File: config.mk
export PLATFORM = sky130hd
export DESIGN_NAME = strict_priority_job_queue_core
export DESIGN_NICKNAME = d
export VERILOG_FILES = /design/src/rtl/spjq_pkg.sv /design/src/rtl/spjq_slot_chain.sv /design/src/rtl/spjq_scan_unit.sv /design/src/rtl/strict_priority_job_queue_core.sv
export SDC_FILE = /design/constraint.sdc
export NUM_CORES = 1
export LEC_CHECK = 0
export BUFFER_PORTS_ARGS = -buffer_cell sky130_fd_sc_hd__clkbuf_2
export CORE_ASPECT_RATIO = 2
export CORE_MARGIN = 3
export CORE_UTILIZATION = 35
export DETAILED_ROUTE_END_ITERATION = 12
export GPL_TIMING_DRIVEN = 0
export PLACE_DENSITY = 0.51
export SYNTH_ARGS = -nofsm -noshare
export SYNTH_HDL_FRONTEND = slang
export SYNTH_SLANG_ARGS = --single-unit
File: constraint.sdc
create_clock -name i_clk -period 9.2 [get_ports i_clk]
set_clock_uncertainty 0.1 [all_clocks]
set_input_delay 1.84 -clock i_clk [delete_from_list [all_inputs] [get_ports i_clk]]
set_output_delay 1.84 -clock i_clk [all_outputs]
set_load 0.005 [all_outputs]
File: src/rtl/spjq_pkg.sv
`timescale 1ns / 1ps
`default_nettype none

package spjq_pkg;

    // Fixed field widths of the item interface.
    localparam int ID_W  = 16;
    localparam int LVL_W = 3;

    typedef enum logic [1:0] {
        KIND_SUBMIT = 2'd0,
        KIND_TAKE   = 2'd1,
        KIND_CANCEL = 2'd2
    } t_kind;

    typedef enum logic [2:0] {
        STS_OK        = 3'd0,
        STS_BAD_PRIO  = 3'd1,
        STS_FULL      = 3'd2,
        STS_EMPTY     = 3'd3,
        STS_NOT_FOUND = 3'd4
    } t_status;

    typedef enum logic [1:0] {
        S_IDLE = 2'd0,
        S_SCAN = 2'd1,
        S_DROP = 2'd2
    } t_state;

    // Result item; the last member sits in the lowest bits.
    typedef struct packed {
        logic [1:0]      wake_worker;
        logic            wake_valid;
        logic [1:0]      job_op;
        logic [ID_W-1:0] job_id;
        t_status         status;
    } t_result;

    typedef struct packed {
        logic             append;
        logic             drop;
        logic [LVL_W-1:0] level;
        logic [1:0]       op;
    } t_chain_ctl;

    typedef struct packed {
        logic clear;
        logic step;
        logic by_level;
    } t_scan_ctl;

endpackage

`default_nettype wire

File: src/rtl/spjq_slot_chain.sv
`timescale 1ns / 1ps
`default_nettype none

// Arrival-ordered slot chain: append at the tail, remove by shifting down.
module spjq_slot_chain
    import spjq_pkg::*;
#(
    parameter int SLOTS   = 16,
    parameter int ID_BITS = 16,
    localparam int IW     = $clog2(SLOTS),
    localparam int CW     = $clog2(SLOTS + 1)
) (
    input  wire logic               i_clk,
    input  wire logic               i_rst_n,
    input  wire t_chain_ctl         i_ctl,
    input  wire logic [ID_BITS-1:0] i_id,
    input  wire logic [IW-1:0]      i_pos,
    input  wire logic [IW-1:0]      i_rd_idx,
    output logic [LVL_W-1:0]        o_rd_level,
    output logic [ID_BITS-1:0]      o_rd_id,
    output logic [1:0]              o_rd_op,
    output logic [CW-1:0]           o_count
);

    logic [LVL_W-1:0]   r_level [SLOTS];
    logic [ID_BITS-1:0] r_id    [SLOTS];
    logic [1:0]         r_op    [SLOTS];
    logic [CW-1:0]      r_count;

    always_ff @(posedge i_clk) begin
        for (int i = 0; i < SLOTS - 1; i++) begin
            if (i_ctl.drop && IW'(i) >= i_pos) begin
                r_level[i] <= r_level[i + 1];
                r_id[i]    <= r_id[i + 1];
                r_op[i]    <= r_op[i + 1];
            end
        end
        for (int i = 0; i < SLOTS; i++) begin
            if (i_ctl.append && r_count == CW'(i)) begin
                r_level[i] <= i_ctl.level;
                r_id[i]    <= i_id;
                r_op[i]    <= i_ctl.op;
            end
        end
    end

    always_ff @(posedge i_clk) begin
        if (!i_rst_n) begin
            r_count <= '0;
        end else if (i_ctl.append) begin
            r_count <= r_count + 1'b1;
        end else if (i_ctl.drop) begin
            r_count <= r_count - 1'b1;
        end
    end

    assign o_rd_level = r_level[i_rd_idx];
    assign o_rd_id    = r_id[i_rd_idx];
    assign o_rd_op    = r_op[i_rd_idx];
    assign o_count    = r_count;

endmodule

`default_nettype wire

File: src/rtl/spjq_scan_unit.sv
`timescale 1ns / 1ps
`default_nettype none

// Shared comparator used once per scanned slot. In level mode it tracks the
// most urgent level seen so far; in id mode it checks for an exact id match.
module spjq_scan_unit
    import spjq_pkg::*;
#(
    parameter int ID_BITS = 16
) (
    input  wire logic               i_clk,
    input  wire logic               i_rst_n,
    input  wire t_scan_ctl          i_ctl,
    input  wire logic [LVL_W-1:0]   i_level,
    input  wire logic [ID_BITS-1:0] i_id,
    input  wire logic [ID_W-1:0]    i_key,
    output logic                    o_hit
);

    logic             r_found;
    logic [LVL_W-1:0] r_best_lvl;

    always_comb begin
        if (i_ctl.by_level) begin
            o_hit = !r_found || (i_level < r_best_lvl);
        end else begin
            o_hit = (ID_W'(i_id) == i_key);
        end
    end

    always_ff @(posedge i_clk) begin
        if (!i_rst_n) begin
            r_found <= 1'b0;
        end else if (i_ctl.clear) begin
            r_found <= 1'b0;
        end else if (i_ctl.step && i_ctl.by_level && o_hit) begin
            r_found <= 1'b1;
        end
    end

    always_ff @(posedge i_clk) begin
        if (i_ctl.step && i_ctl.by_level && o_hit) begin
            r_best_lvl <= i_level;
        end
    end

endmodule

`default_nettype wire

File: src/rtl/strict_priority_job_queue_core.sv
`timescale 1ns / 1ps
`default_nettype none

// Strict-priority job queue with worker wake-up. Each input item is a submit,
// a take or a cancel (tuser), and each produces exactly one result item.
// A submit with priority 1..LEVELS gets the next job id (1 up to the largest
// ID_BITS value, then back to 1), is appended to the slot chain and wakes the
// lowest-numbered idle worker. A take hands out the oldest job of the most
// urgent non-empty level; a cancel removes the oldest job with the given id.
// Timing: a submit, an unused kind, or a take or cancel on an empty queue is
// answered at the edge that accepts it. Otherwise a single comparator scans
// the chain one slot per cycle, a take over all queued jobs and a cancel up
// to its first hit; a hit is then shifted out in a state of its own, and a
// cancel with no hit answers at the end of its scan. The block takes no item
// during a scan or removal, nor while its result register is full and unread.
module strict_priority_job_queue_core
    import spjq_pkg::*;
#(
    parameter int LEVELS  = 8,
    parameter int WORKERS = 4,
    parameter int SLOTS   = 16,
    parameter int ID_BITS = 16
) (
    input  wire logic        i_clk,
    input  wire logic        i_rst_n,
    input  wire logic        i_s_tvalid,
    output logic             o_s_tready,
    // priority_req[3:0], op_type[5:4], worker[7:6], cancel_id[23:8]
    input  wire logic [23:0] i_s_tdata,
    // kind[1:0]
    input  wire logic [1:0]  i_s_tuser,
    output logic             o_m_tvalid,
    input  wire logic        i_m_tready,
    // status[2:0], job_id[18:3], job_op[20:19], wake_valid[21],
    // wake_worker[23:22]
    output logic [23:0]      o_m_tdata
);

    localparam int IW = $clog2(SLOTS);
    localparam int CW = $clog2(SLOTS + 1);

    // Input fields.
    logic [3:0]      s_prio;
    logic [1:0]      s_op;
    logic [1:0]      s_worker;
    logic [ID_W-1:0] s_cid;
    t_kind           s_kind;

    assign s_prio   = i_s_tdata[3:0];
    assign s_op     = i_s_tdata[5:4];
    assign s_worker = i_s_tdata[7:6];
    assign s_cid    = i_s_tdata[23:8];
    assign s_kind   = t_kind'(i_s_tuser);

    // Sequencer state and per-item registers.
    t_state             r_state, n_state;
    t_kind              r_kind, n_kind;
    logic [1:0]         r_wk, n_wk;
    logic [ID_W-1:0]    r_cid, n_cid;
    logic [IW-1:0]      r_idx, n_idx;
    logic [IW-1:0]      r_best, n_best;
    logic [ID_BITS-1:0] r_hit_id, n_hit_id;
    logic [1:0]         r_hit_op, n_hit_op;
    logic [ID_BITS-1:0] r_next_id, n_next_id;
    logic [WORKERS-1:0] r_busy, n_busy;
    logic               r_m_valid, n_m_valid;
    t_result            r_m_data, n_m_data;

    // Slot chain and shared comparator connections.
    t_chain_ctl         chain_ctl;
    t_scan_ctl          scan_ctl;
    logic [LVL_W-1:0]   rd_level;
    logic [ID_BITS-1:0] rd_id;
    logic [1:0]         rd_op;
    logic [CW-1:0]      q_count;
    logic               scan_hit;

    logic               out_free;
    logic               s_accept;
    logic               wake_found;
    logic [1:0]         wake_idx;
    logic               wk_ok;
    logic               scan_last;

    assign out_free   = !r_m_valid || i_m_tready;
    assign o_s_tready = (r_state == S_IDLE) && out_free;
    assign s_accept   = i_s_tvalid && o_s_tready;
    assign o_m_tvalid = r_m_valid;
    assign o_m_tdata  = r_m_data;

    // The scan has reached the newest queued job.
    assign scan_last  = ((CW'(r_idx) + 1'b1) == q_count);

    spjq_slot_chain #(
        .SLOTS   (SLOTS),
        .ID_BITS (ID_BITS)
    ) u_chain (
        .i_clk      (i_clk),
        .i_rst_n    (i_rst_n),
        .i_ctl      (chain_ctl),
        .i_id       (r_next_id),
        .i_pos      (r_best),
        .i_rd_idx   (r_idx),
        .o_rd_level (rd_level),
        .o_rd_id    (rd_id),
        .o_rd_op    (rd_op),
        .o_count    (q_count)
    );

    spjq_scan_unit #(
        .ID_BITS (ID_BITS)
    ) u_scan (
        .i_clk   (i_clk),
        .i_rst_n (i_rst_n),
        .i_ctl   (scan_ctl),
        .i_level (rd_level),
        .i_id    (rd_id),
        .i_key   (r_cid),
        .o_hit   (scan_hit)
    );

    // Lowest-numbered idle worker, for the wake-up on submit.
    always_comb begin
        wake_found = 1'b0;
        wake_idx   = '0;
        for (int w = 0; w < WORKERS; w++) begin
            if (!wake_found && !r_busy[w]) begin
                wake_found = 1'b1;
                wake_idx   = 2'(w);
            end
        end
    end

    // Sequencer: next state, result register and command outputs.
    always_comb begin
        n_state   = r_state;
        n_kind    = r_kind;
        n_wk      = r_wk;
        n_cid     = r_cid;
        n_idx     = r_idx;
        n_best    = r_best;
        n_hit_id  = r_hit_id;
        n_hit_op  = r_hit_op;
        n_next_id = r_next_id;
        n_busy    = r_busy;
        n_m_valid = r_m_valid;
        n_m_data  = r_m_data;
        chain_ctl = '0;
        scan_ctl  = '0;
        // The worker index of a take counts only when that worker exists.
        wk_ok     = ({1'b0, r_wk} < 3'(WORKERS));

        scan_ctl.by_level = (r_kind == KIND_TAKE);

        if (r_m_valid && i_m_tready) begin
            n_m_valid = 1'b0;
        end

        unique case (r_state)
            S_IDLE: begin
                if (s_accept) begin
                    n_kind   = s_kind;
                    n_wk     = s_worker;
                    n_cid    = s_cid;
                    n_m_data = '0;
                    unique case (s_kind) inside
                        KIND_SUBMIT: begin
                            n_m_valid = 1'b1;
                            if (s_prio == 4'd0 || s_prio > 4'(LEVELS)) begin
                                n_m_data.status = STS_BAD_PRIO;
                            end else if (q_count >= CW'(SLOTS)) begin
                                n_m_data.status = STS_FULL;
                            end else begin
                                chain_ctl.append = 1'b1;
                                chain_ctl.level  = LVL_W'(s_prio - 4'd1);
                                chain_ctl.op     = s_op;
                                n_m_data.job_id  = ID_W'(r_next_id);
                                if (r_next_id == '1) begin
                                    n_next_id = ID_BITS'(1);
                                end else begin
                                    n_next_id = r_next_id + 1'b1;
                                end
                                if (wake_found) begin
                                    n_m_data.wake_valid  = 1'b1;
                                    n_m_data.wake_worker = wake_idx;
                                    for (int w = 0; w < WORKERS; w++) begin
                                        if (2'(w) == wake_idx) begin
                                            n_busy[w] = 1'b1;
                                        end
                                    end
                                end
                            end
                        end
                        KIND_TAKE, KIND_CANCEL: begin
                            if (q_count == '0) begin
                                n_m_valid = 1'b1;
                                if (s_kind == KIND_TAKE) begin
                                    n_m_data.status = STS_EMPTY;
                                    for (int w = 0; w < WORKERS; w++) begin
                                        if (2'(w) == s_worker) begin
                                            n_busy[w] = 1'b0;
                                        end
                                    end
                                end else begin
                                    n_m_data.status = STS_NOT_FOUND;
                                end
                            end else begin
                                scan_ctl.clear = 1'b1;
                                n_idx          = '0;
                                n_state        = S_SCAN;
                            end
                        end
                        default: begin
                            // Unused kind: an all-zero result and no change.
                            n_m_valid = 1'b1;
                        end
                    endcase
                end
            end
            S_SCAN: begin
                scan_ctl.step = 1'b1;
                if (scan_hit) begin
                    n_best   = r_idx;
                    n_hit_id = rd_id;
                    n_hit_op = rd_op;
                end
                if (r_kind == KIND_CANCEL && scan_hit) begin
                    n_state = S_DROP;
                end else if (scan_last) begin
                    if (r_kind == KIND_TAKE) begin
                        n_state = S_DROP;
                    end else begin
                        n_m_valid       = 1'b1;
                        n_m_data        = '0;
                        n_m_data.status = STS_NOT_FOUND;
                        n_state         = S_IDLE;
                    end
                end else begin
                    n_idx = r_idx + 1'b1;
                end
            end
            S_DROP: begin
                chain_ctl.drop  = 1'b1;
                n_m_valid       = 1'b1;
                n_m_data        = '0;
                n_m_data.status = STS_OK;
                n_m_data.job_id = ID_W'(r_hit_id);
                if (r_kind == KIND_TAKE) begin
                    n_m_data.job_op = r_hit_op;
                    for (int w = 0; w < WORKERS; w++) begin
                        if (wk_ok && 2'(w) == r_wk) begin
                            n_busy[w] = 1'b1;
                        end
                    end
                end
                n_state = S_IDLE;
            end
            default: begin
                n_state = S_IDLE;
            end
        endcase
    end

    always_ff @(posedge i_clk) begin
        if (!i_rst_n) begin
            r_state   <= S_IDLE;
            r_next_id <= ID_BITS'(1);
            r_busy    <= '0;
            r_m_valid <= 1'b0;
        end else begin
            r_state   <= n_state;
            r_next_id <= n_next_id;
            r_busy    <= n_busy;
            r_m_valid <= n_m_valid;
        end
    end

    always_ff @(posedge i_clk) begin
        r_kind   <= n_kind;
        r_wk     <= n_wk;
        r_cid    <= n_cid;
        r_idx    <= n_idx;
        r_best   <= n_best;
        r_hit_id <= n_hit_id;
        r_hit_op <= n_hit_op;
        r_m_data <= n_m_data;
    end

    // The queue never holds more jobs than it has slots.
    a_count_bound: assert property (@(posedge i_clk) disable iff (!i_rst_n)
        q_count <= CW'(SLOTS))
        else $error("queued count above slot count");

    // The scan pointer stays inside the valid prefix of the chain.
    a_scan_in_range: assert property (@(posedge i_clk) disable iff (!i_rst_n)
        (r_state == S_SCAN) |-> (CW'(r_idx) < q_count))
        else $error("scan index beyond queued jobs");

    // A removal shortens the chain by exactly one job.
    a_drop_count: assert property (@(posedge i_clk) disable iff (!i_rst_n)
        (r_state == S_DROP) |=> (q_count == $past(q_count) - 1'b1))
        else $error("removal did not decrement the queued count");

    // No result is pending while a scan is in progress.
    a_scan_out_empty: assert property (@(posedge i_clk) disable iff (!i_rst_n)
        (r_state == S_SCAN) |-> !r_m_valid)
        else $error("result register busy during scan");

    // Id zero is never handed out.
    a_id_nonzero: assert property (@(posedge i_clk) disable iff (!i_rst_n)
        r_next_id != '0)
        else $error("next job id is zero");

endmodule

`default_nettype wire

# After elaboration in Yosys (flattened, before gate mapping)
# Memories as Yosys holds them, arrays and structs flattened. A register that Yosys moved wholly into a read port is not among the register bits.
# Cells that the tools add are included.
dict set report totals {
  romBits 0
  memories 3
  reg_bits 100
  in_bits 30
  mem_bits_rw 336
  elab_cells 437
  latch_bits 0
}
dict set report classes {
  n_mux 205
  addsub 6
  n_shift 0
  n_lt_le_gt_ge 18
  n_bitwise 48
  n_reduce_logical 76
  div 0
  mul 0
  n_eq_ne 60
}
# memory words word_bits read_ports rd_clocked_by_memory_dff wr line_no
set mem_list {}
lappend mem_list {u_chain.r_id 16 16 16 1 15 spjq_slot_chain.sv:26} ;# logic [ID_BITS-1:0] r_id [SLOTS];
lappend mem_list {u_chain.r_level 16 3 16 1 15 spjq_slot_chain.sv:25} ;# logic [LVL_W-1:0] r_level [SLOTS];
lappend mem_list {u_chain.r_op 16 2 16 1 15 spjq_slot_chain.sv:27} ;# logic [1:0] r_op [SLOTS];
# operator n
set ops {}
lappend ops {{2-to-1 mux 16 bit} 20}
lappend ops {{2-to-1 mux 1 bit} 101}
lappend ops {{2-to-1 mux 24 bit} 4}
lappend ops {{case mux 24 bit (3 select lines)} 1}
lappend ops {{2-to-1 mux 4 bit} 17}
lappend ops {{2-to-1 mux 3 bit} 22}
lappend ops {{2-to-1 mux 2 bit} 27}
lappend ops {{AND reduction 12 bit} 4}
lappend ops {{bitwise OR 1 bit} 45}
lappend ops {{== test 5 x 4 -> 1 bit (second input constant)} 8}
lappend ops {{logical AND 1 bit} 40}
lappend ops {{2-to-1 mux 5 bit} 7}
lappend ops {{!= test 3 bit (second input constant)} 10}
lappend ops {{greater-or-equal comparator 4 bit (first input constant)} 7}
lappend ops {{case mux 4 bit (2 select lines)} 3}
lappend ops {{== test 5 x 3 -> 1 bit (second input constant)} 4}
lappend ops {{!= test 2 bit (second input constant)} 10}
lappend ops {{adder 16 x 1 -> 16 bit (second input constant)} 1}
lappend ops {{== test 16 bit} 1}
lappend ops {{== test 16 bit (second input constant)} 1}
lappend ops {{greater-or-equal comparator 3 x 4 -> 1 bit (first input constant)} 4}
lappend ops {{OR reduction 16 bit} 1}
lappend ops {{== test 2 bit (first input constant)} 6}
lappend ops {{!= test 3 x 2 -> 1 bit (second input constant)} 4}
lappend ops {{other kinds (35)} 65}

# Depth between registers and ports, before layout
dict set report depth {
  word_depth 17
  mapped_depth 13
  depth_no_buf 10
}

# By module
# A second synthesis with hierarchy kept.
dict set report unflattened {
  cells_unflattened 1360
  hier_area_um2 21599.5
}
# mod instances seq_area_each_um2 cells_per_inst area_per_inst_um2
set modules_own_cells {}
lappend modules_own_cells {spjq_slot_chain 1 10189.8 983 16998.8}
lappend modules_own_cells {strict_priority_job_queue_core 1 2562.5 339 4224.1}
lappend modules_own_cells {spjq_scan_unit 1 110.1 38 376.6}

# Worst setup path before layout
# Ideal clock, no wire load.
dict set report synth_timing {
  path_kind {input -> register}
  startpoint {in i_s_tdata[0]}
  endpoint {mem u_chain.r_id[12][0] (enable)}
  required_ns 8.672
  setup_time_ns 0.428
  arrival_ns 4.983
  n_path_buf 2
  slack_ns 3.689
  cell_stages 9
  path_cell_list {inv_1 ha_1 nand2b_1 xnor2_1 nor4_1 clkbuf_1 clkbuf_1 nand3_1 o21ai_0}
}
# item line_no
set synth_lines {}
lappend synth_lines {{from (decl)} strict_priority_job_queue_core.sv:29} ;# input wire logic [23:0] i_s_tdata,
lappend synth_lines {{to (decl)} spjq_slot_chain.sv:26}

==> flow_summary_export.csv <==
group,metric,value,unit
synth,yosys-top-cells-count,"409 x edfxtp_1, 319 x nand2_1, 203 x mux2_2",
floorplan,ioPinCount,56,
placement,place_ws,2.48,ns
sta,grt_setup_unrepaired,"false",
route,route.antenna.remaining_nets,0,
setup_path,startpoint_type,"flip-flop",
sta,fin_ws,2.48,ns
cells_and_area,postLayoutCellArea,25300,µm²
route,viasPerCell,5.86,
floorplan,start_util,35.5,%
synth,synth_area_leaders,"edfxtp_1 56%, mux2_2 10%, mux4_2 6.6%",
power_and_ir_drop,power.leakage,8.97,nW
cts,clock-sinks,442,
run_status,run_status,"finished clean",
cts,post_cts_buffers,0,
worst_hold_path,min_path_type,"flip-flop to flip-flop",
synth,synth_ff_type,"edfxtp_1",
sta,slew_headroom,7.52,%
power_and_ir_drop,switchingPower,2.55,mW
cells_and_area,ff_latch_area,12900,µm²
power_and_ir_drop,intPower,4.63,mW
route,first_iter_violations,1384,
sta,worst_pin_slew,1.39,ns
cts,clkTransAtPathRegs,0.07,ns
cells_and_area,n_fill_cell,5760,
route,routedWlPerCell,32.9,µm
sta,fin_crit_sh,73.0,%
floorplan,coreArea,62100,µm²
cts,htree_levels,2,
setup_path,crit_path_max_fanout,22,
floorplan,die_w,184,µm
power_and_ir_drop,power_frac_comb,34.1,%
power_and_ir_drop,powerDensity,284,nW/µm²
global_routing,grt_pass1_wl,118000,µm
floorplan,die_h,361,µm
placement,dpl_cell_area,23900,µm²
global_routing,grt_start_max_net_pins,23,
sta,max_freq,0.149,GHz
power_and_ir_drop,swShare,35.5,%
cts,hold_buffers,0,
sta,final.min_clock_period,6.72,ns
run,maxCapViolCount,0,
power_and_ir_drop,ir_drop,0.134,mV
synth,synth.most_common_cell,"edfxtp_1",
cts,cts_buffers,43,
route,vias,15200,
global_routing,grt_pass1_vias,15700,
synth,yosysSeqAreaShare,58.6,%
synth,synth_top_area_share,55.6,%
setup_path,endpoint_kind,"flip-flop",
setup_path,worst-endpoint-required,9.30,ns
cells_and_area,num-nets-final,1818,
sta,slew_viol_final,0,
synth,syn-mean-instance-area,13.4,µm²
setup_path,criticalPathCategory,"flip-flop to flip-flop",
cts,cts_resized,0,
synth,synth_cells,1650,
route,first_pass_iters,6,
sta,finalHoldViolations,0,
cells_and_area,drive_gt1_share,25.5,%
cells_and_area,multi_input_comb_area,8600,µm²
cells_and_area,area_growth_syn_to_layout,14.5,%
route,wl,85100,µm
synth,synth_edf_count,409,
global_routing,overflow,0,
global_routing,grt_use_total,25.4,%
synth,syn-num-nets,1699,
global_routing,antenna_found_initial,1,
synth,synthArstFlopShare,0,%
placement,dpl.hpwl,60300,µm
synth,synth_cell_type_count,68,
floorplan,num_rows,129,
cts,cts_tree,"yes",
placement,gp_congestion,0.919,
setup_path,crit_arrival,6.82,ns
route,drc_errors,0,
placement,place.port_buffers,55,
synth,ys_ff_latch,442,
synth,yosys.area.top_type,"edfxtp_1",
cells_and_area,diodes,0,
power_and_ir_drop,clockPowerShare,26.3,%
power_and_ir_drop,seqPwrFrac,39.6,%
cts,cts_root_buf,"clkbuf_16",
synth,synth_area,22100,µm²
synth,yosysWarnings,0,
cts,clk_latency,0.60,ns
floorplan,die_area,66300,µm²
sta,setup_viol_count_final,0,
cts,cts_buffer_depth,3,
state kept, by name (all words and copies together), names as in the netlist, 5 cells and up, named ones only:
signal,cells
u_chain.r_id,256
u_chain.r_level,48
u_chain.r_op,32
o_m_tdata,24
r_cid,16
r_hit_id,16
r_next_id,16
u_chain.o_count,5
critical path, cell delays in order, from the launching register on:
cell and delay, ns:
dfxtp_1 0.31, buf_2 0.41, buf_2 0.50, buf_2 0.52, buf_2 0.52, buf_1 0.89, mux4_2 0.64, mux4_2 0.50
ha_1 0.31, a21oi_1 0.13, nor2b_1 0.06, o21ai_0 0.25, and3_1 0.43, a21o_2 0.71
final cells by class:
class | instances | share of cell area (%)
Inverter | 35 | 0.519
Clock inverter | 23 | 1.11
Tap cell | 786 | 3.89
Clock buffer | 56 | 4.57
Sequential cell | 442 | 51.2
Timing Repair Buffer | 74 | 2.60
Multi-Input combinational cell | 1051 | 34.0
Buffer | 122 | 2.13
layout by cell type, fill, tap and decap left out, types with 35 or more instances in the layout:
| cell | synthesis | routed |
|---|---|---|
| o21ai_0 | 87 | 80 |
| nor2_1 | 51 | 51 |
| clkbuf_2 | 0 | 55 |
| nand2_1 | 319 | 312 |
| clkbuf_1 | 93 | 104 |
| mux2_2 | 203 | 203 |
| edfxtp_1 | 409 | 409 |
| clkbuf_16 | 0 | 44 |
| mux2i_1 | 43 | 43 |
| mux4_2 | 65 | 65 |
| inv_1 | 35 | 35 |
layer usage:
metal  GRT usage (%)  vias to the layer above  wire length, µm
met5               0                        -                0
met4            15.6                        0             6530
met3            3.40                      267             4940
met2            46.0                      753            44300
met1            27.7                     7770            29300
li1                -                     6390                -
metrics by stage:
step	TNS, ns	util [%]	hold slack, ns	instances	power [mW]
final	0	40.7	0.323	2589	7.18
after global routing	0	40.7	0.339	2589	7.40
after CTS	0	40.7	0.309	2589	7.19
after detailed placement	0	38.4	0.315	2510	5.30
after global placement	-39.84	37.6	0.314	2491	5.22
after floorplan	0	-	0.306	1650	4.26
worst paths after layout:
kind	slack, ns	from	end	depth (start not counted)
setup / recovery	2.48	flip-flop	r_hit_op[1]	13
hold / removal	0.32	r_next_id[6]	u_chain.r_id[15][6]	0
setup reg to reg	2.48	flip-flop	r_hit_op[1]	13
hold reg to reg	0.32	r_next_id[6]	u_chain.r_id[15][6]	0
cell families after synthesis:
family	after synthesis	synth area share [%]
mux	329	21.0
buf+inv	157	3.04
xor+xnor	46	1.82
fa+ha+maj	19	1.08
flops	442	58.6
simple gates	481	9.47
compound gates	176	4.99
power by group through the flow:
stage               clock [mW]  combinational (mW)  sequential, mW
floorplan                    0                1.46            2.80
global placement             0                2.32            2.90
detailed placement           0                2.43            2.88
CTS                       1.91                2.43            2.84
global route              1.98                2.55            2.87
finish                    1.89                2.45            2.85
Note: power is estimated with default switching activity, not from simulation.
